==> src/sv/mixed_radix_index_convert_macros.svh <==
// Assertion macro used by the index converter's output buffer (mrc_out_buf).
`ifndef MIXED_RADIX_INDEX_CONVERT_MACROS_SVH
`define MIXED_RADIX_INDEX_CONVERT_MACROS_SVH

// Clocked assertion, off while reset is asserted.
`define MRC_ASSERT(lbl, prop, msg) \
  lbl: assert property (@(posedge clk_i) disable iff (!rst_ni) prop) else $error(msg);

`endif

==> src/sv/mrc_pkg.sv <==
// Constants and types shared by the index converter modules.
`default_nettype none
package mrc_pkg;

  localparam int MaxDims      = 4;
  localparam int SizeBitsDef  = 12;
  localparam int LinBits      = 48;
  localparam int BitsPerStage = 4;
  localparam int StagesPerDim = LinBits / BitsPerStage;
  localparam int PipeDepth    = MaxDims * StagesPerDim;
  localparam int DimW         = (MaxDims > 1) ? $clog2(MaxDims) : 1;
  localparam int DimCntW      = $clog2(MaxDims + 1);
  localparam int CfgIdxW      = $clog2(MaxDims + 2);
  localparam int DimsRegW     = 3;

  localparam logic [CfgIdxW-1:0] CfgDimsIdx  = CfgIdxW'(0);
  localparam logic [CfgIdxW-1:0] CfgSize0Idx = CfgIdxW'(1);
  localparam logic [CfgIdxW-1:0] CfgInnerIdx = CfgIdxW'(MaxDims + 1);

  typedef struct packed {
    logic valid;
    logic cmd;    // 1: linear index to coordinates
    logic err;
  } item_ctl_t;

endpackage
`default_nettype wire

==> src/sv/mrc_stage.sv <==
// One pipeline stage: four restoring-divide steps, plus the layout accumulate in a dimension's first stage.
`default_nettype none
module mrc_stage #(
  parameter int SIZE_BITS = mrc_pkg::SizeBitsDef,
  parameter bit FIRST     = 1'b0,
  parameter bit LAST      = 1'b0
) (
  input  logic                                           clk_i,
  input  logic                                           rst_ni,
  input  logic                                           en_i,
  input  logic                                           act_i,
  input  logic [mrc_pkg::DimW-1:0]                       dim_i,
  input  logic [SIZE_BITS:0]                             size_i,
  input  mrc_pkg::item_ctl_t                             ctl_i,
  input  logic [mrc_pkg::LinBits-1:0]                    q_i,
  input  logic [SIZE_BITS-1:0]                           rem_i,
  input  logic [mrc_pkg::LinBits-1:0]                    acc_i,
  input  logic [mrc_pkg::LinBits-1:0]                    prev_i,
  input  logic [mrc_pkg::MaxDims-1:0][SIZE_BITS-1:0]     crd_i,
  output mrc_pkg::item_ctl_t                             ctl_o,
  output logic [mrc_pkg::LinBits-1:0]                    q_o,
  output logic [SIZE_BITS-1:0]                           rem_o,
  output logic [mrc_pkg::LinBits-1:0]                    acc_o,
  output logic [mrc_pkg::LinBits-1:0]                    prev_o,
  output logic [mrc_pkg::MaxDims-1:0][SIZE_BITS-1:0]     crd_o
);
  import mrc_pkg::*;

  item_ctl_t                         ctl_d, ctl_q;
  logic [LinBits-1:0]                q_d, q_q;
  logic [SIZE_BITS-1:0]              rem_d, rem_q;
  logic [LinBits-1:0]                acc_d, acc_q;
  logic [LinBits-1:0]                prev_d, prev_q;
  logic [MaxDims-1:0][SIZE_BITS-1:0] crd_d, crd_q;
  logic [SIZE_BITS-1:0]              off;
  logic [SIZE_BITS:0]                part;

  always_comb begin
    off    = crd_i[dim_i];
    ctl_d  = ctl_i;
    acc_d  = acc_i;
    prev_d = prev_i;
    crd_d  = crd_i;
    // layout: add this dimension's offset times the inner product
    if (FIRST && act_i && !ctl_i.cmd) begin
      acc_d  = acc_i + prev_i * LinBits'(off);
      prev_d = prev_i * LinBits'(size_i);
      if ({1'b0, off} >= size_i) begin
        ctl_d.err = 1'b1;
      end
    end
    // unlayout: shift dividend bits out of the top of q and quotient bits in at the bottom, remainder is the digit
    rem_d = FIRST ? '0 : rem_i;
    q_d   = q_i;
    for (int j = 0; j < BitsPerStage; j++) begin
      part = {rem_d, q_d[LinBits-1]};
      q_d  = {q_d[LinBits-2:0], 1'b0};
      if (part >= size_i) begin
        part   = part - size_i;
        q_d[0] = 1'b1;
      end
      rem_d = part[SIZE_BITS-1:0];
    end
    if (LAST && act_i && ctl_i.cmd) begin
      crd_d[dim_i] = rem_d;
    end
  end

  always_ff @(posedge clk_i or negedge rst_ni) begin
    if (!rst_ni) begin
      ctl_q <= '0;
    end else if (en_i) begin
      ctl_q <= ctl_d;
    end
  end

  always_ff @(posedge clk_i) begin
    if (en_i) begin
      q_q    <= q_d;
      rem_q  <= rem_d;
      acc_q  <= acc_d;
      prev_q <= prev_d;
      crd_q  <= crd_d;
    end
  end

  assign ctl_o  = ctl_q;
  assign q_o    = q_q;
  assign rem_o  = rem_q;
  assign acc_o  = acc_q;
  assign prev_o = prev_q;
  assign crd_o  = crd_q;

endmodule
`default_nettype wire

==> config.mk <==
export PLATFORM = sky130hd
export DESIGN_NAME = mrc_stage
export DESIGN_NICKNAME = d
export VERILOG_FILES = /design/src/sv/mixed_radix_index_convert_macros.svh /design/src/sv/mrc_pkg.sv /design/src/sv/mrc_stage.sv
export SDC_FILE = /design/constraint.sdc
export NUM_CORES = 1
export LEC_CHECK = 0
export BUFFER_PORTS_ARGS = -buffer_cell sky130_fd_sc_hd__buf_2
export CORE_AREA = 2 2 170 172
export CTS_CLUSTER_DIAMETER = 150
export DETAILED_ROUTE_END_ITERATION = 8
export DIE_AREA = 0 0 172 174
export PLACE_DENSITY = 0.65
export RECOVER_POWER = 100
export SYNTH_ARGS = -nofsm -noshare
export SYNTH_HDL_FRONTEND = slang
export SYNTH_SLANG_ARGS = --single-unit
==> constraint.sdc <==
create_clock -name clk_i -period 0.97 [get_ports clk_i]
set_clock_uncertainty 0.05 [all_clocks]
set_input_delay 0.097 -clock clk_i [delete_from_list [all_inputs] [get_ports clk_i]]
set_output_delay 0.097 -clock clk_i [all_outputs]
set_load 0.05 [all_outputs]
# == Yosys cells after proc, flatten, opt, wreduce, memory -nomap -nowiden ==
# Cells that the tools add are included.
# word_totals
regBits,207
latch_bits,0
mem_bits_rw,0
rom_bits,0
output_inout_bits,207
memories,0
# classes
addsub,4
mul,0
div_mod_pow,0
n_lt_le_gt_ge,4
eq_ne,0
n_shift,0
mux,8
bitwise,0
n_reduce_logical,0
# op_table
operator,n
$ge A13 B13 Y1,4
$mux W12,4
$sub A12 B12 Y12,4
$mux W1,4

# == Depth between registers and ports, before layout ==
# logic_depth
depth_word,8
mapped_depth,41
depth_no_buf,37

# == Worst setup path before layout ==
# Ideal clock, no wire load.
# synth_timing
path_type,input-to-reg
startpoint,input port q_i[47] in the netlist's numbering
endpoint,register rem_q[9] (netlist: rem_o[9]) (data pin)
arrival_time_ns,7.045
path_slack_ns,-6.385
cell_stages,39
cell_sequence,inv_1 > ha_1 > inv_1 > fa_1 > a21o_1 > a221o_1 > o211a_1 > o21ai_0 > nand2b_1 > xor2_1 > mux2_2 > ha_1 > a21oi_1 > nor3b_1 > nand3b_1 > nand2_2 > inv_1 > buf_6 > [3 not listed] > o211ai_1 > a21oi_1 > o41ai_2 > a211o_1 > o21ai_1 > buf_2 > nor2_1 > a21oi_1 > ha_1 > nor2b_1 > o31a_1 > o21ai_2 > o2111ai_1 > a21o_1 > a31o_1 > buf_2 > buf_6 > mux2_4
# synth_between
elab_chain_len,8
# synth_lines
item,line,text
start: declaration,mrc_stage.sv:15,"input logic [mrc_pkg::LinBits-1:0] q_i,"
$sub A12 B12 Y12 / $ge A13 B13 Y1 (equally long branches),"mrc_stage.sv:59, mrc_stage.sv:58",
$mux W12 *,mrc_stage.sv:58,if (part >= size_i) begin
$sub A12 B12 Y12 / $ge A13 B13 Y1 (equally long branches),"mrc_stage.sv:59, mrc_stage.sv:58",
$mux W12 *,mrc_stage.sv:58,
$sub A12 B12 Y12 / $ge A13 B13 Y1 (equally long branches),"mrc_stage.sv:59, mrc_stage.sv:58",
$mux W12 *,mrc_stage.sv:58,
$sub A12 B12 Y12 / $ge A13 B13 Y1 (equally long branches),"mrc_stage.sv:59, mrc_stage.sv:58",
$mux W12 *,mrc_stage.sv:58,
via part[9],mrc_stage.sv:36,logic [SIZE_BITS:0] part;
end signal: assignment,mrc_stage.sv:80,rem_q <= rem_d;
end: declaration,mrc_stage.sv:31,"logic [SIZE_BITS-1:0] rem_d, rem_q;"
# Mark *: on every way through the listed nets, which the timed path passes. The rest lies on a longest branch.
# A chain may end at the register's enable or synchronous reset.

# == Worst setup path in the final report ==
# layout_timing
startpoint,input port q_i[47] in the netlist's numbering
endpoint,register rem_q[3] (netlist: rem_o[3]) (data pin)
# Same word-level chain as after synthesis.

==> flow_summary.json <==
{
  "status": "finished, violations left",
  "violations": "setup timing",
  "grt_pass1_wl_um": 52600,
  "ir_worst_vdd_mv": 1.43,
  "critical_path.most_common_cell": "ha_4",
  "grt-ovfl-total": 0,
  "hold_path_class": "in -> reg",
  "p_per_area_nw_per_um2": 2460,
  "worst_slew_pin_slew_ns": 0.626,
  "layout.area.seq_um2": 6200,
  "areaGrowthSynthToFinish_pct": 98.6,
  "p_leak_nw": 7.76,
  "yosysSeqAreaShare_pct": 68.3,
  "synth_area_leaders": "edfxtp_1 67%, ha_1 7.2%, mux2_2 2.1%",
  "grt_max_degree": 23,
  "vias": 8595,
  "die_h_um": 174,
  "antenna_found_initial": 7,
  "post_dp_cell_area_um2": 13600,
  "dr.pass1.iters": 5,
  "hold_start": "q_i[44]",
  "fin_ws_ns": -5.65,
  "crit_arrival_ns": 6.90,
  "netlist_instances": 590,
  "r2r_slack_ns": -0.10,
  "maxCapViolCount": 0,
  "critPathCaptureType": "register",
  "synth_warnings": 0,
  "wirelength_um": 36500,
  "die_w_um": 172,
  "drt_iter0_drc": 484,
  "multi_input_area_um2": 3290,
  "stdcell_area_um2": 18000,
  "r2r_cells": 3,
  "synth_cell_type_count": 56,
  "synthArstFlopShare_pct": 1.45,
  "port_buffers": 429,
  "required_ns": 1.26,
  "core_um2": 28200,
  "period_minus_slack_ns": 6.62,
  "critPathBufInv": 8,
  "fillers": 2103,
  "grt_setup_unrepaired": "true",
  "slowest_delay_ns": 0.37,
  "dp_hpwl_um": 24000,
  "routedWlPerCell_um": 19.5,
  "pin_count": 433,
  "relSlewSlack_pct": 57.8,
  "drive_gt1_share_pct": 49.7,
  "cts_buffers": 23,
  "synth_nets": 872,
  "crit_path_top_delay_cell": "a221o_1",
  "clk-insertion-delay-late_ns": 0.51,
  "clkTransAtPathRegs_ns": 0.06,
  "cts.sink_count": 207,
  "synth-edff-count": 204,
  "synth_top_area_share_pct": 67.4,
  "reg2reg_from": "ctl_o[2]",
  "ys.flop_type": "edfxtp_1",
  "crit_family": "compound AO/OA/AOI/OAI gates",
  "cts_tree": "built",
  "clockBufferDepth": 3,
  "synth.avg_cell_area_um2": 15.4,
  "period_share_pct": 682,
  "startpoint_type": "input pin",
  "grt_pass1_vias": 9156,
  "dieArea_um2": 29900,
  "slew_violations": 0,
  "post-route-util_pct": 63.9,
  "cts_max_level": 1,
  "path_max_fanout": 6,
  "holdPathEnd": "rem_o[0]",
  "grt_usage_pct": 23.2,
  "nNetsFinal": 1745,
  "hold_violations": 0,
  "gp_congestion": 0.888,
  "ys_ff_latch": 207,
  "final_antenna_net_count": 0,
  "vias_per_cell": 4.59,
  "hold_depth": 5,
  "drc": 0,
  "synth_largest_area_cell": "edfxtp_1",
  "cts_root_buf": "clkbuf_16",
  "initial_core_util_pct": 32.2,
  "fmax_mhz": 151,
  "setup_viol": 233,
  "worstSetupPathType": "in -> reg",
  "yosys.cell_count.top_type": "edfxtp_1",
  "netlist_area_um2": 9080,
  "crit_cells": 40,
  "rows": 62,
  "synth_commonest_cells": "204 x edfxtp_1, 52 x ha_1, 36 x a21oi_1",
  "rr_endpoint": "ctl_o[2]"
}
==> worst min-delay path: stages <==
cell     delay [ns]
buf_2          0.11
inv_1          0.05
ha_1           0.14
buf_4          0.11
a21oi_2        0.05
==> logic make-up (layout without fill, tap and decap cells) <==
kind of cell	Yosys count	in the layout	synth area share (%)
multiplexers	27	27	3.48
other	0	7	0
XOR/XNOR	35	35	3.37
buffers and inverters	39	929	1.90
flip-flops	207	207	68.3
adder cells (fa/ha/maj)	56	56	8.04
AO/OA/AOI/OAI	116	116	8.94
AND/OR/NAND/NOR	110	110	6.00
==> per-layer routing <==
layer  vias to the layer above  wire, um  GRT usage [%]  share of wire [%]
met2                       340     19500           43.0                 53
met5                         -         0              0                  0
met1                      4149     13300           25.9                 36
met3                        80      2450           4.62                6.7
li1                       4026         -              -                  -
met4                         0      1310           8.58                3.6
==> worst max path at each step <==
stage	from	endpoint	slack [ns]
finish	q_i[47]	rem_o[3]	-5.65
floorplan	size_i[1]	rem_o[9]	-5.90
detailed placement	q_i[47]	rem_o[4]	-6.41
CTS	size_i[1]	rem_o[6]	-5.62
global route	size_i[0]	rem_o[0]	-5.92
global placement	q_i[47]	rem_o[4]	-6.32
==> stage by stage <==
step	total power [mW]	instances	TNS (ns)	hold WS [ns]	setup WS, ns
6_report	44.4	1871	-133.90	0.186	-5.65
2_1_floorplan	23.3	590	-82.34	-0.249	-5.90
4_1_cts	43.2	1856	-132.72	-0.0313	-5.62
3_5_place_dp	30.3	1600	-90.60	-0.148	-6.41
5_1_grt	46.5	1871	-145.59	0.182	-5.92
3_3_place_gp	30.1	1600	-89.30	-0.153	-6.32
==> power breakdown <==
group / leakage [nW] / total, mW / internal [mW] / switching (mW)
combinational: 5.35 / 23.4 / 11.8 / 11.6
clock: 0.384 / 9.16 / 5.47 / 3.69
sequential: 2.03 / 11.8 / 11.2 / 0.584
==> repair_timing <==
item | CTS | global route
endpoints found under the hold margin | 215 | 7
hold buffers | 196 | 1
gates cloned | 3 | 0
resized for setup | 458 | 43
pin swaps | 24 | 32
setup endpoints to repair | 223 | 224
buffers inserted | 15 | 11
==> area by class of cell <==
cell class                      count  share of cell area [%]
Antenna cell                        7                  0.0971
Clock buffer                       25                    3.23
Clock inverter                     17                    1.15
Inverter                           33                   0.839
Multi-Input combinational cell    344                    18.2
Sequential cell                   207                    34.4
Tap cell                          384                    2.66
Timing Repair Buffer              854                    39.4
==> cell usage in the layout (no fill, tap or decap), types with 5 or more instances in the layout <==
master / instances
buf_4: 182
nand2b_1: 5
clkbuf_1: 73
nand4_1: 7
buf_2: 161
mux2_2: 8
a21oi_1: 26
xor2_1: 16
nor2b_1: 5
edfxtp_1: 204
ha_1: 31
diode_2: 7
buf_6: 219
xnor2_1: 19
inv_1: 24
nand2_1: 25
a21oi_2: 10
nor2_1: 25
o21a_1: 7
ha_4: 21
mux2_4: 14
clkbuf_16: 23
dlygate4sd3_1: 197
o21ai_0: 9
a21o_1: 11
clkbuf_2: 12
nor3_1: 5
==> flip-flops by register name, summed over array words and instances (netlist names) <==
name	cells
rem_o	12
acc_o	48
ctl_o	3
crd_o	48
q_o	48
prev_o	48
No activity file was read; power rests on OpenSTA's default activity.
